`config.mk`:
```
export PLATFORM = sky130hd
export DESIGN_NAME = cxd_seed_info
export DESIGN_NICKNAME = d
export VERILOG_FILES = /design/src/rtl/cxd_pkg.sv /design/src/rtl/cxd_seed_info.sv
export SDC_FILE = /design/constraint.sdc
export NUM_CORES = 1
export LEC_CHECK = 0
export BUFFER_PORTS_ARGS = -buffer_cell sky130_fd_sc_hd__buf_2
export CAP_MARGIN = 20
export CORE_ASPECT_RATIO = 1.4
export CORE_MARGIN = 3
export CORE_UTILIZATION = 50
export CTS_CLUSTER_SIZE = 12
export DETAILED_ROUTE_END_ITERATION = 6
export PLACE_DENSITY = 0.81
export SLEW_MARGIN = 20
export SYNTH_ARGS = -nofsm -noshare
export SYNTH_HDL_FRONTEND = slang
export SYNTH_SLANG_ARGS = --single-unit
```
`constraint.sdc`:
```
create_clock -name i_clk -period 8.2 [get_ports i_clk]
set_input_delay 1.64 -clock i_clk [delete_from_list [all_inputs] [get_ports i_clk]]
set_output_delay 1.64 -clock i_clk [all_outputs]
set_load 0.02 [all_outputs]
```
`src/rtl/cxd_pkg.sv`:
```
// Shared types, codes and constants of the confinement depth block.
`timescale 1ns / 1ps
package cxd_pkg;

    // field widths
    localparam int CMD_W      = 1;
    localparam int IN_IDX_W   = 11;
    localparam int VAL_W      = 14;
    localparam int SEED_W     = 64;
    localparam int DEPTH_W    = 11;
    localparam int BITLEN_W   = 7;
    localparam int Q_W        = 8;
    localparam int R_W        = 32;
    localparam int CFG_IDX_W  = 8;
    localparam int CFG_DATA_W = 32;
    localparam int ORBIT_W    = 128;
    localparam int STRIP_W    = 16;
    localparam int ZCNT_W     = 7;

    // command codes
    localparam logic [CMD_W-1:0] CMD_LOAD = 1'b0;
    localparam logic [CMD_W-1:0] CMD_EVAL = 1'b1;

    // register indexes
    localparam logic [CFG_IDX_W-1:0] CFG_MULT   = 8'd0;
    localparam logic [CFG_IDX_W-1:0] CFG_ADDEND = 8'd1;
    localparam logic [CFG_IDX_W-1:0] CFG_DEEP   = 8'd2;
    localparam logic [CFG_IDX_W-1:0] CFG_CAP    = 8'd3;

    // multipliers above this value use the upper rare side
    localparam logic [Q_W-1:0] Q_SPLIT = 8'd4;

    typedef enum logic [2:0] {
        ST_IDLE, ST_START, ST_WAIT, ST_CHECK, ST_DONE
    } t_ctl_state;

    typedef enum logic [1:0] {
        MS_IDLE, MS_MUL, MS_ADD, MS_STRIP
    } t_map_state;

    typedef struct packed {
        logic load;
        logic start;
    } t_map_ctl;

    typedef struct packed {
        logic              done;
        logic              fail;
        logic [ZCNT_W-1:0] twos;
    } t_map_sts;

    // residue modulo 3 of a 7-bit value, by base-4 digit folding
    function automatic logic [1:0] mod3_7(input logic [6:0] v);
        logic [3:0] s;
        s = 4'(v[1:0]) + 4'(v[3:2]) + 4'(v[5:4]) + 4'(v[6]);
        if (s >= 4'd9)      s = s - 4'd9;
        else if (s >= 4'd6) s = s - 4'd6;
        else if (s >= 4'd3) s = s - 4'd3;
        return s[1:0];
    endfunction

endpackage

```
`src/rtl/cxd_seed_info.sv`:
```
// Seed bit length and residue class, captured when a seed is taken.
`timescale 1ns / 1ps
module cxd_seed_info import cxd_pkg::*; (
    input  logic                i_clk,
    input  logic                i_capture,
    input  logic [SEED_W-1:0]   i_seed,
    output logic [BITLEN_W-1:0] o_bit_length,
    output logic                o_chain_root
);
    logic [SEED_W-1:0] r_seed;
    logic [7:0]        r_bnz;
    logic [6:0]        r_dsum;
    logic [6:0]        w_dsum;
    logic [2:0]        w_bsel, w_msb;
    logic [7:0]        w_byte;

    // base-4 digit sum, same residue mod 3 as the seed
    always_comb begin
        w_dsum = '0;
        for (int i = 0; i < SEED_W / 2; i++) begin
            w_dsum = w_dsum + 7'(i_seed[2*i +: 2]);
        end
    end

    always_ff @(posedge i_clk) begin
        if (i_capture) begin
            r_seed <= i_seed;
            r_dsum <= w_dsum;
            for (int j = 0; j < 8; j++) begin
                r_bnz[j] <= (i_seed[8*j +: 8] != '0);
            end
        end
    end

    // highest nonzero byte, then its top bit
    always_comb begin
        w_bsel = '0;
        for (int j = 0; j < 8; j++) begin
            if (r_bnz[j]) w_bsel = 3'(j);
        end
        w_byte = r_seed[8*w_bsel +: 8];
        w_msb  = '0;
        for (int i = 0; i < 8; i++) begin
            if (w_byte[i]) w_msb = 3'(i);
        end
    end

    assign o_bit_length = (r_bnz == '0) ? '0
                        : BITLEN_W'({w_bsel, w_msb}) + BITLEN_W'(1);
    assign o_chain_root = (mod3_7(r_dsum) != 2'd2);
endmodule

```
==> results_dict.tcl, run 1 <==
set metrics [dict create \
    drv_cap 0 \
    status "finished, final reports clean" \
    io_pins 74 \
    synth.avg_cell_area_um2 12.3 \
    vias 3541 \
    dieArea_mm2 0.0116 \
    netlist_area_mm2 0.00516 \
    finalCritPeriodShare 0.814 \
    drc_errors 0 \
    cts_buffers 9 \
    cts.reportedPaths.clkPinSlew_ns 0.06 \
    end_kind "register" \
    num_rows 43 \
    dr.first_iter.drc_count 304 \
    drive_above_1_share 0.215 \
    fin_crit_ns 6.67 \
    fin_hold_ws_ns 1.52 \
    final_nets 650 \
    syn_to_final_growth_pct 16.2 \
    crit_top_cell "fa_1" \
    synth_warnings 0 \
    fin_cells 641 \
    wire_per_inst_um 18.9 \
    crit_path_max_incr_delay_ns 0.56 \
    postCtsSetupBuffers 0 \
    synth.net_count 570 \
    diodes 0 \
    postSynthCellCount 421 \
    grt_pass1_vias 3772 \
    tns_ns 0 \
    coreArea_mm2 0.0100 \
    ys_ff_latch 71 \
    finish.utilization 0.599 \
    rsz0062_at_grt "false" \
    critPathKind "input pin to register" \
    fmax_mhz 150 \
    grt_max_degree 72 \
    setup-violations-final 0 \
    dp_cells 625 \
    root_buffer "clkbuf_16" \
    ys_types 55 \
    yosysSeqAreaShare 0.413 \
    cts_tree "built" \
    slowest_stage "fa_1" \
    grt_pass1_wl_mm 19.5 \
    crit_chain "buf_2, inv_1, fa_1, fa_1, inv_1, fa_1, fa_1, fa_1, fa_1, inv_1, fa_1, inv_1, ha_1, fa_1, a21o_1, a21oi_1, xnor2_1" \
    hold_class "input pin to register" \
    grtUsageTotal 0.225 \
    ant_nets 0 \
    arrival_ns 6.76 \
    h-tree-depth 3 \
    antenna_found_initial 0 \
    worstMarginPinSlew_ns 0.892 \
    start_util 0.516 \
    grt-ovfl-total 0 \
    hold_viol 0 \
    routed_wl_mm 12.1 \
    slew_viol_final 0 \
    slew_headroom 0.406 \
    port_buffers 73 \
    start_kind "input pin" \
    clockBufferDepth 2 \
    required_ns 8.29 \
    clock-sinks 71 \
    die_w_um 91.9 \
    cp_max_fo 3 \
    hold_buffers 0 \
    fp.dieH_um 126 \
    first_pass_iters 5 \
    via_per_inst 5.52 \
    fillers 787 \
    cts_resized 0 \
    gp_congestion 0.979 \
    place.detailed.hpwl_mm 9.85 \
]
-- path summary, 6_finish.rpt --
kind / startpoint / endpoint / slack, ns / depth (start not counted)
setup / recovery: i_seed[23] / r_dsum[5]$_DFFE_PP_ / 1.53 / 17
hold / removal: i_seed[44] / r_seed[44]$_DFFE_PP_ / 1.52 / 1
-- state kept, by name (all words and copies together), names as in the netlist --
signal and cells:
r_bnz 8, r_dsum 7, r_seed 56
-- metal layers --
metal,routed length (um),vias to the layer above,global-route usage
li1,-,1578,-
met5,0,-,0
met2,6860,153,0.407
met4,648,0,0.140
met1,4100,1771,0.252
met3,500,39,0.0209
-- cells in the final DEF, fill, tap and decap left out, types with 4 or more instances in the layout --
cell / count
nor3_1: 4
edfxtp_1: 71
clkbuf_16: 9
nor2_1: 14
inv_1: 103
a31oi_1: 4
nor4_1: 17
fa_1: 63
o21ai_0: 5
xnor2_1: 5
nand2b_1: 5
a21oi_1: 9
mux2i_1: 7
nand2_1: 20
buf_2: 73
a22oi_1: 6
ha_1: 20
-- cell families (layout without fill, tap and decap cells) --
kind of cell,Yosys count,count (layout),share of synthesized area
buf+inv,109,194,0.0834
simple gates,84,84,0.0899
fa+ha+maj,83,83,0.293
flops,71,71,0.413
compound gates,54,54,0.0831
mux,12,12,0.0245
xor+xnor,8,8,0.0136
-- synth_stat cells (all sizes together) --
cell	instances	area share
and3	1	0.0012
buf	5	0.0078
mux2	5	0.011
a2111oi	1	0.0053
o21ai	9	0.011
a21o	2	0.0029
o21ba	2	0.0039
edfxtp	71	0.41
clkbuf	1	0.00073
nor4b	1	0.0017
or2	4	0.0053
nor4	19	0.024
and2	2	0.0029
a211oi	4	0.0068
o31ai	2	0.0029
xor2	3	0.0051
inv	103	0.075
ha	20	0.048
a222oi	1	0.0019
xnor2	5	0.0085
fa	63	0.24
nor3	4	0.0039
nor2b	4	0.0053
a311oi	3	0.0051
a31oi	4	0.0048
a221oi	2	0.0046
nand2b	5	0.0061
o211ai	2	0.0048
o2111ai	3	0.0051
nor3b	3	0.0044
nor2	17	0.016
a22oi	6	0.0087
nand3	2	0.0019
nand2	21	0.016
a41o	1	0.0019
mux2i	7	0.014
o221ai	1	0.0017
a21oi	9	0.0087
nand3b	1	0.0015
o21a	2	0.0029
-- worst max-delay path: cells and delay by family --
kind / cells / cell delay (ns)
XOR/XNOR: 1 / 0.08
AO/OA/AOI/OAI: 2 / 0.34
adder cells (fa/ha/maj): 9 / 4.32
buffers and inverters: 5 / 0.37
-- cell type report --
| cell class | instances | area (um^2) | area share |
|---|---|---|---|
| clock inverter | 6 | 93.8 | 0.0156 |
| inverter | 103 | 387 | 0.0645 |
| tap | 135 | 169 | 0.0282 |
| clock buffer | 10 | 229 | 0.0382 |
| sequential | 71 | 2130 | 0.355 |
| multi-input combinational | 241 | 2610 | 0.435 |
| timing repair buffer | 75 | 380 | 0.0634 |
-- stage by stage --
stage / setup WS, ns / area, um^2
finish: 1.53 / 6000
global route: 1.36 / 6000
CTS: 1.55 / 6000
detailed placement: 1.22 / 5680
global placement: 1.33 / 5680
floorplan: 1.58 / 5160
Power of run 1 is not shown: default switching activity piles up to over one toggle a cycle in this logic, so the estimate is an artifact.
==> run 2, diff against run 1 <==
PLACE_DENSITY = 0.84   (was 0.81)
clock period = 5.4 ns   (was 8.2 ns; I/O delays follow)
==> run 2 against run 1 <==
Setup slack got worse by 1.9 ns. Via count increased by 12%. The run now ends with negative setup slack left. Sequential share of layout area decreased by 2.8 points.
==> results_dict.tcl, run 2 (synthesis results as in run 1) <==
set metrics [dict create \
    status "finished, violations left" \
    violations "negative setup slack" \
    clockBufferDepth 2 \
    io_pins 74 \
    start_util 0.516 \
    top_register "r_seed" \
    rsz0062_at_grt "true" \
    setup-violations-final 5 \
    worst_slack_ns -0.389 \
    required_ns 5.49 \
    grt_max_degree 44 \
    drive_above_1_share 0.357 \
    worstMarginPinSlew_ns 0.670 \
    final_cell_mix "inv_1 (85), edfxtp_1 (71), buf_2 (65)" \
    hold_viol 0 \
    cts_tree "built" \
    num_rows 43 \
    gr-max-usage-layer "met2" \
    diodes 0 \
    grt-ovfl-total 0 \
    routed_wl_mm 14.2 \
    largest_reg_flops 56 \
    gp_congestion 1.03 \
    grt_pass1_vias 4264 \
    postCtsSetupBuffers 0 \
    fp.dieH_um 126 \
    drc_errors 0 \
    grtUsageTotal 0.256 \
    port_buffers 73 \
    layout_commonest_cell "inv_1" \
    start_kind "input pin" \
    end_kind "register" \
    cts.reportedPaths.clkPinSlew_ns 0.06 \
    h-tree-depth 3 \
    first_pass_iters 6 \
    root_buffer "clkbuf_16" \
    fin_crit_ns 5.79 \
    slew_viol_final 0 \
    largestRegisters "r_seed (56), r_bnz (8), r_dsum (7)" \
    arrival_ns 5.88 \
    via_per_inst 5.70 \
    critPathKind "input pin to register" \
    ant_nets 0 \
    hold_class "input pin to register" \
    grt_pass1_wl_mm 22.1 \
    final_nets 704 \
    cts_buffers 9 \
    cp_max_fo 2 \
    fmax_mhz 173 \
    place.detailed.hpwl_mm 11.1 \
    antenna_found_initial 0 \
    wire_per_inst_um 20.4 \
    slew_headroom 0.549 \
    use_met2 0.474 \
    finish.utilization 0.651 \
    finalCritPeriodShare 1.07 \
    dr.first_iter.drc_count 345 \
    clock-sinks 71 \
    vias 3961 \
    die_w_um 91.9 \
    drv_cap 0 \
    grtUsageMet3 0.0376 \
    coreArea_mm2 0.0100 \
    syn_to_final_growth_pct 26.2 \
    grtUsageMet1 0.263 \
    dieArea_mm2 0.0116 \
]
==> run 2: changes by cell type in the layout (fill, tap and decap cells not counted), moves of 8 or more <==
cell | previous run | this run
buf_4 | 2 | 57
inv_1 | 103 | 85
fa_1 | 63 | 49
fa_2 | 0 | 14
buf_2 | 73 | 65
inv_2 | 0 | 17
==> run 2: through the flow <==
step	std cells	setup TNS, ns	area, um^2	hold slack, ns	setup slack [ns]
after global routing	695	-1.47	6520	0.923	-0.453
after floorplan	421	-1.26	5180	1.18	-0.451
after global placement	679	-2.82	6110	1.31	-0.698
after CTS	695	-0.893	6460	0.950	-0.335
after detailed placement	679	-3.25	6110	1.31	-0.781
final	695	-1.11	6520	0.931	-0.389
==> run 2: timing repair <==
item | in CTS | in global routing
pin swaps | 25 | 21
endpoints found under the hold margin | 0 | 0
hold buffers | 0 | 0
resized for setup | 16 | 27
endpoints found under the setup margin | 5 | 5
==> run 2: critical path, cell delays in order <==
cell	delay [ns]
buf_8	0.10
fa_1	0.51
fa_1	0.62
inv_2	0.05
fa_2	0.52
fa_1	0.42
inv_2	0.08
fa_2	0.44
fa_1	0.50
inv_1	0.06
fa_1	0.49
inv_1	0.06
ha_2	0.18
fa_2	0.35
a21o_1	0.18
a21oi_2	0.15
xnor2_1	0.07
==> run 2: area by class of cell <==
type	count	area, um^2
clock buffer	10	229
clock inverter	6	71.3
fill	721	3490
inverter	103	389
multi-input combinational	241	2670
sequential	71	2130
tap	135	169
timing repair buffer	129	852
==> run 2: layer usage <==
layer  wire length, um  vias up
met3               859       83
met2              7900      227
met4              1040        0
met5                 0        -
met1              4370     1965
li1                  -     1686
==> run 2: worst paths after layout <==
path	slack [ns]	cells past startpoint	to	startpoint
worst max-delay path	-0.39	17	r_dsum[5]$_DFFE_PP_	i_seed[51]
worst min-delay path	0.93	1	r_seed[37]$_DFFE_PP_	i_seed[37]
Power of run 2 is left out for the same reason.
